<file path="src/rtl/core/ptes_pkg.sv">
package ptes_pkg;

	localparam int REQ_W      = 3;
	localparam int TASK_IDX_W = 3;
	localparam int CFG_IDX_W  = 3;
	localparam int PERIOD_W   = 32;
	localparam int FLAGS_W    = 5;

	localparam int NUM_PERIOD_REGS = 5;

	localparam logic [REQ_W-1:0] REQ_TICK      = 3'd0;
	localparam logic [REQ_W-1:0] REQ_FORCE_ONE = 3'd1;
	localparam logic [REQ_W-1:0] REQ_CLEAR_ONE = 3'd2;
	localparam logic [REQ_W-1:0] REQ_FORCE_ALL = 3'd3;
	localparam logic [REQ_W-1:0] REQ_CLEAR_ALL = 3'd4;

	localparam logic [PERIOD_W-1:0] PERIOD_RST [NUM_PERIOD_REGS] = '{
		32'd200, 32'd4000, 32'd100, 32'd250, 32'd9000
	};

	typedef enum logic [2:0] {
		ST_IDLE = 3'b001,
		ST_SCAN = 3'b010,
		ST_DONE = 3'b100
	} state_t;

endpackage

</file>
<file path="src/rtl/core/ptes_elapsed_cmp.sv">
module ptes_elapsed_cmp #(
	parameter int TIME_WIDTH = 32
) (
	input  logic [TIME_WIDTH-1:0]         now,
	input  logic [TIME_WIDTH-1:0]         anchor,
	input  logic [ptes_pkg::PERIOD_W-1:0] period,
	output logic                          hit
);
	import ptes_pkg::*;

	localparam int CMP_W = (TIME_WIDTH > PERIOD_W) ? TIME_WIDTH : PERIOD_W;

	logic [TIME_WIDTH-1:0] elapsed;

	// wrapping elapsed time, compared against the period at the wider width
	assign elapsed = now - anchor;
	assign hit = CMP_W'(elapsed) >= CMP_W'(period);

endmodule

</file>
<file path="src/rtl/core/periodic_task_event_scheduler_unit.sv">
// Tick item: ST_SCAN checks every task, then done strobes in ST_DONE; busy until back in ST_IDLE.
// Other items: done strobes in the cycle after accept; a new start is taken in ST_IDLE only.
// One shared subtract/compare unit visits one task per cycle during the tick scan.
// Results are shown on event_flags for the single done cycle; the receiver cannot stall.
// Reset (arst_n low) clears time, anchors and flags and restores default periods.
module periodic_task_event_scheduler_unit #(
	parameter int NUM_TASKS  = 5,
	parameter int TIME_WIDTH = 32
) (
	input  logic                           clk,
	input  logic                           arst_n,
	input  logic                           start,
	output logic                           busy,
	input  logic [ptes_pkg::REQ_W-1:0]     req_type,
	input  logic [ptes_pkg::TASK_IDX_W-1:0] task_index,
	output logic                           done,
	output logic [ptes_pkg::FLAGS_W-1:0]   event_flags,
	input  logic                           cfg_we,
	input  logic [ptes_pkg::CFG_IDX_W-1:0] cfg_index,
	input  logic [ptes_pkg::PERIOD_W-1:0]  cfg_data
);
	import ptes_pkg::*;

	localparam int IDX_W = (NUM_TASKS > 1) ? $clog2(NUM_TASKS) : 1;

	state_t                state_q;
	logic [TIME_WIDTH-1:0] time_q;
	logic [TIME_WIDTH-1:0] anchor_q [NUM_TASKS];
	logic [PERIOD_W-1:0]   period_q [NUM_TASKS];
	logic [NUM_TASKS-1:0]  flag_q;
	logic [IDX_W-1:0]      scan_q;

	logic                  idx_ok;
	logic [IDX_W-1:0]      tsel;
	logic                  hit;

	assign idx_ok = (task_index != '0) &&
		(int'(task_index) <= NUM_TASKS);
	assign tsel = IDX_W'(task_index - TASK_IDX_W'(1));

	ptes_elapsed_cmp #(
		.TIME_WIDTH(TIME_WIDTH)
	) u_cmp (
		.now    (time_q),
		.anchor (anchor_q[scan_q]),
		.period (period_q[scan_q]),
		.hit    (hit)
	);

	always_ff @(posedge clk or negedge arst_n) begin
		if (!arst_n) begin
			for (int t = 0; t < NUM_TASKS; t++) begin
				period_q[t] <= (t < NUM_PERIOD_REGS) ? PERIOD_RST[t] : '0;
			end
		end else if (cfg_we) begin
			for (int t = 0; t < NUM_TASKS; t++) begin
				if ((t < NUM_PERIOD_REGS) && (cfg_index == CFG_IDX_W'(t))) begin
					period_q[t] <= cfg_data;
				end
			end
		end
	end

	always_ff @(posedge clk or negedge arst_n) begin
		if (!arst_n) begin
			state_q <= ST_IDLE;
			time_q  <= '0;
			flag_q  <= '0;
			scan_q  <= '0;
			for (int t = 0; t < NUM_TASKS; t++) begin
				anchor_q[t] <= '0;
			end
		end else begin
			case (state_q)
				ST_IDLE: begin
					if (start) begin
						state_q <= (req_type == REQ_TICK) ? ST_SCAN : ST_DONE;
						case (req_type)
							REQ_TICK: begin
								time_q <= time_q + TIME_WIDTH'(1);
								scan_q <= '0;
							end
							REQ_FORCE_ONE: begin
								if (idx_ok) begin
									flag_q[tsel] <= 1'b1;
								end
							end
							REQ_CLEAR_ONE: begin
								if (idx_ok) begin
									flag_q[tsel]   <= 1'b0;
									anchor_q[tsel] <= time_q;
								end
							end
							REQ_FORCE_ALL, REQ_CLEAR_ALL: begin
								flag_q <= (req_type == REQ_FORCE_ALL) ? '1 : '0;
								for (int t = 0; t < NUM_TASKS; t++) begin
									anchor_q[t] <= time_q;
								end
							end
							default: begin
							end
						endcase
					end
				end
				ST_SCAN: begin
					// one task per cycle through the shared compare
					if (!flag_q[scan_q] && hit) begin
						flag_q[scan_q] <= 1'b1;
					end
					if (scan_q == IDX_W'(NUM_TASKS - 1)) begin
						state_q <= ST_DONE;
					end else begin
						scan_q <= scan_q + IDX_W'(1);
					end
				end
				ST_DONE: begin
					state_q <= ST_IDLE;
				end
				default: begin
					state_q <= ST_IDLE;
				end
			endcase
		end
	end

	assign busy = (state_q != ST_IDLE);
	assign done = (state_q == ST_DONE);

	always_comb begin
		event_flags = '0;
		for (int b = 0; b < FLAGS_W; b++) begin
			if (b < NUM_TASKS) begin
				event_flags[b] = flag_q[b];
			end
		end
	end

endmodule

</file>
<file path="config.mk">
export PLATFORM = sky130hd
export DESIGN_NAME = periodic_task_event_scheduler_unit
export DESIGN_NICKNAME = d
export VERILOG_FILES = /design/src/rtl/core/ptes_pkg.sv /design/src/rtl/core/ptes_elapsed_cmp.sv /design/src/rtl/core/periodic_task_event_scheduler_unit.sv
export SDC_FILE = /design/constraint.sdc
export NUM_CORES = 1
export LEC_CHECK = 0
export CAP_MARGIN = 15
export CORE_ASPECT_RATIO = 1.5
export CORE_MARGIN = 8
export CORE_UTILIZATION = 55
export DETAILED_ROUTE_END_ITERATION = 8
export DONT_BUFFER_PORTS = 1
export HOLD_SLACK_MARGIN = 0.15
export PLACE_DENSITY = 0.72
export RECOVER_POWER = 100
export SKIP_LAST_GASP = 1
export SYNTH_ARGS = -nofsm -noshare
export SYNTH_HDL_FRONTEND = slang
export SYNTH_SLANG_ARGS = --single-unit
</file>
<file path="constraint.sdc">
create_clock -name clk -period 6.1 [get_ports clk]
set_input_delay 0.305 -clock clk [delete_from_list [all_inputs] [get_ports clk]]
set_output_delay 0.305 -clock clk [all_outputs]
set_load 0.02 [all_outputs]
</file>
==> run_results.csv <==
group,metric,value,unit
outcome,outcome,"finished with violations",
outcome,violations,"hold timing, capacitance limit, slew limit",
drt,drtIter0Drc,997,
yosys,synth_edf_count,0,
yosys,yosysTopAreaCellShare,0.453,
floorplan,start_util,0.553,
critical_path,crit_family,"compound AO/OA/AOI/OAI gates",
layout,diodes,0,
drt,drc,0,
critical_path,crit_chain,"clkinv_1, nor2_2, buf_4, a22oi_1, o22a_1, ha_1, and2_1, a221oi_2, o21ai_2, a2111o_1, o21a_1, or3_4, a31oi_4, xnor2_1, ha_1, nand4_1, or4_1, o211ai_1, and3_1, o31a_1, a2bb2oi_1",
critical_path,crit_cells,21,
layout,utilization,0.614,
critical_path,crit_buf_inv,2,
layout,nets,1680,
yosys,netlist_instances,1547,
critical_path,r2r-start,"scan_q[0]",
sta,holdWs,-503,ps
yosys,synthSimpleGateAreaFrac,0.0628,
drt,routedWlPerCell,22.2,µm
yosys,synth_top_family_by_area,"multiplexers",
drt,drtAntennaViolNets,0,
clock_network,cts.sinks,363,
sta,slew_violations,314,
critical_path,cp-end-kind,"flop",
critical_path,arrival,6190,ps
floorplan,chipHeight,242,µm
yosys,ys_types,72,
floorplan,ios,52,
sta,worst_slew_pin_slew,3240,ps
clock_network,worstSkewPairLatency,530,ps
drt,drt-pass1-iter-count,5,
floorplan,core,0.0339,mm²
critical_path,worst_path_max_delay_cell,"dfrtp_4",
grt,antenna_found_initial,0,
floorplan,dieArea,0.0403,mm²
critical_path,rrSetupSlack,360,ps
yosys,synthTopCellsByArea,"dfrtp_1 (45%), mux2_2 (19%), ha_1 (4.7%), dfstp_2 (3.4%), mux2i_1 (3.0%)",
yosys,synth_compound_area_frac,0.114,
placed_design,dpl.hpwl,29.8,mm
critical_path,critical-path-max-stage-delay,610,ps
critical_path,reg2reg_depth,21,
sta,rsz0062_at_grt,"no",
sta,fin_setup_tns,0,ps
layout,area_delta_synth_final,11.0,%
sta,max_freq,0.174,GHz
floorplan,fp.dieW,167,µm
clock_network,htreeDepth,2,
placed_design,gp_congestion,0.941,
layout,drive_above_1_share,0.286,
yosys,syn_area,0.0187,mm²
floorplan,fp-row-count,83,
pwr,vdd_drop_max,0.000243,V
drt,vias_per_cell,6.28,
min_path,hp-class,"input port to asynchronous set/reset pin",
yosys,synth_adder_area_share,0.0484,
clock_network,ctsHoldBuffers,41,
clock_network,clock-root-buffer,"clkbuf_16",
grt,grt_max_degree,364,
yosys,synthArstFlopShare,1.00,
yosys,synth_xor_area_frac,0.0295,
yosys,synth.largest_area_cell,"dfrtp_1",
yosys,synth-seq-area-share,0.487,
sta,finalSetupViolCount,0,
sta,post-route-min-period,5740,ps
sta,relSlewSlack,-1.19,
grt,overflow,0,
pwr,p_leak,9.35,nW
yosys,synth_nets,1663,
yosys,synthFlopType,"dfrtp_1",
critical_path,rr_endpoint,"event_flags[0]",
pwr,power.density,427,mW/mm²
sta,finalCritPeriodShare,0.940,
clock_network,path_clk_slew,70,ps
critical_path,worstPathMaxFanout,19,
yosys,syn_avg_cell_area,12.1,µm²
sta,hold_viol,339,
grt,track_usage,0.222,
yosys,ys_warn_count,0,
critical_path,cp_common_cell,"ha_1",
yosys,ys_ff_latch,363,
job,maxCapViolations,10,
critical_path,start_kind,"flop",
yosys,synth_mux_area_frac,0.235,
grt,grt_pass1_vias,13486,
sta,finClkSkew,10.0,ps
placed_design,portBuffers,0,
clock_network,cts_tree,"done",
grt,grt_pass1_wl,72.7,mm
clock_network,clockBufferDepth,3,
critical_path,cp.required,6550,ps
drt,wl,44.7,mm
drt,vias,12638,
critical_path,crit_type,"flop to flop",
clock_network,cts_buffers,35,
registers in the layout, indices dropped and copies added (netlist names):
name,flops
time_q,32
event_flags,5
anchor_q,160
state_q,3
period_q,160
scan_q,3
worst register-to-register path, cell delays in order, from the launching register on:
cell	delay (ps)
dfrtp_4	610
clkinv_1	290
nor2_2	210
buf_4	300
a22oi_1	120
o22a_1	200
ha_1	330
and2_1	200
a221oi_2	310
o21ai_2	150
a2111o_1	410
o21a_1	220
or3_4	360
a31oi_4	190
xnor2_1	90
ha_1	280
nand4_1	150
or4_1	530
o211ai_1	110
and3_1	280
o31a_1	170
a2bb2oi_1	140
cells by family after synthesis:
| logic type | after synthesis |
|---|---|
| buffers and inverters | 112 |
| AOI/OAI and AO/OA | 314 |
| muxes | 386 |
| and+or+nand+nor | 237 |
| xor gates and xnor gates | 63 |
| DFF | 363 |
| adders and majority gates | 72 |
cells in the mapped netlist, drive strengths merged, types with 13 or more instances:
cell type and n:
xor2 23, and3 21, inv 13, o21ai 43, xnor2 40, nand2 55, mux2 319, nand3 24
a21o 42, buf 34, o22a 34, nor2 72, dfstp 24, clkbuf 63, dfrtp 339, a221oi 19
mux2i 56, ha 70, a22oi 36, a21oi 87
through the flow:
step | cells | instance area (µm²) | power, mW | setup WS [ps]
5_1_grt | 2014 | 20800 | 9.41 | 20.6
6_report | 2014 | 20800 | 8.89 | 364
2_1_floorplan | 1547 | 18700 | 5.61 | 542
3_5_place_dp | 1911 | 19300 | 6.63 | 303
4_1_cts | 2014 | 20900 | 8.92 | 259
3_3_place_gp | 1911 | 19300 | 6.54 | 451
worst max-delay path by stage:
stage / startpoint / endpoint / slack, ps
after global routing: scan_q[0] / event_flags[0] / 20
after detailed placement: scan_q[0] / event_flags[0] / 300
after floorplan: scan_q[0] / event_flags[0] / 540
after CTS: scan_q[0] / event_flags[0] / 260
final: scan_q[0] / event_flags[0] / 360
after global placement: scan_q[0] / event_flags[0] / 450
per-layer routing:
metal / wire (µm) / share of wire / global-route usage
met1: 18500 / 0.41 / 0.266
met2: 23100 / 0.52 / 0.393
met3: 1460 / 0.033 / 0.0287
met4: 1690 / 0.038 / 0.0997
met5: 0 / 0 / 0
where the power goes:
| part | leakage (nW) | switching, mW | total, mW | internal, mW |
|---|---|---|---|---|
| combinational | 4.11 | 1.98 | 3.66 | 1.69 |
| sequential | 4.66 | 0.239 | 3.00 | 2.76 |
| clock | 0.577 | 0.922 | 2.23 | 1.31 |
| total | 9.35 | 3.14 | 8.89 | 5.75 |
placed cells by master, fill, tap and decap left out, types with 6 or more instances in the layout:
cell type	count
dfrtp_1	336
mux2_2	311
a21oi_1	83
ha_1	70
nor2_1	67
mux2i_1	56
nand2_1	54
o21ai_0	41
dlygate4sd3_1	41
xnor2_1	40
a21o_1	40
clkbuf_16	37
a22oi_1	36
o22a_1	34
nand3_1	24
buf_4	24
xor2_1	23
dfstp_2	23
and3_1	21
a221oi_1	18
clkbuf_1	17
inv_1	12
mux4_2	11
o21a_1	11
nand4_1	11
clkbuf_8	9
nor2b_1	8
and4_1	8
nor3_1	8
mux2_1	8
a31oi_1	6
what timing repair did:
| item | CTS | global route |
|---|---|---|
| buffers inserted | 0 | 0 |
| endpoints found under the hold margin | 529 | 363 |
| endpoints found under the setup margin | 0 | 5 |
| gates resized for setup | 0 | 4 |
layout make-up:
class                      instances  area, µm²
clock buffer                      52       1070
clock inverter                    10        111
fill                            2656      13100
inverter                          15       56.3
multi-input combinational       1072       9260
sequential                       363       9120
tap                              425        532
timing repair buffer              77        643
Power figures use the tool's default switching activity.
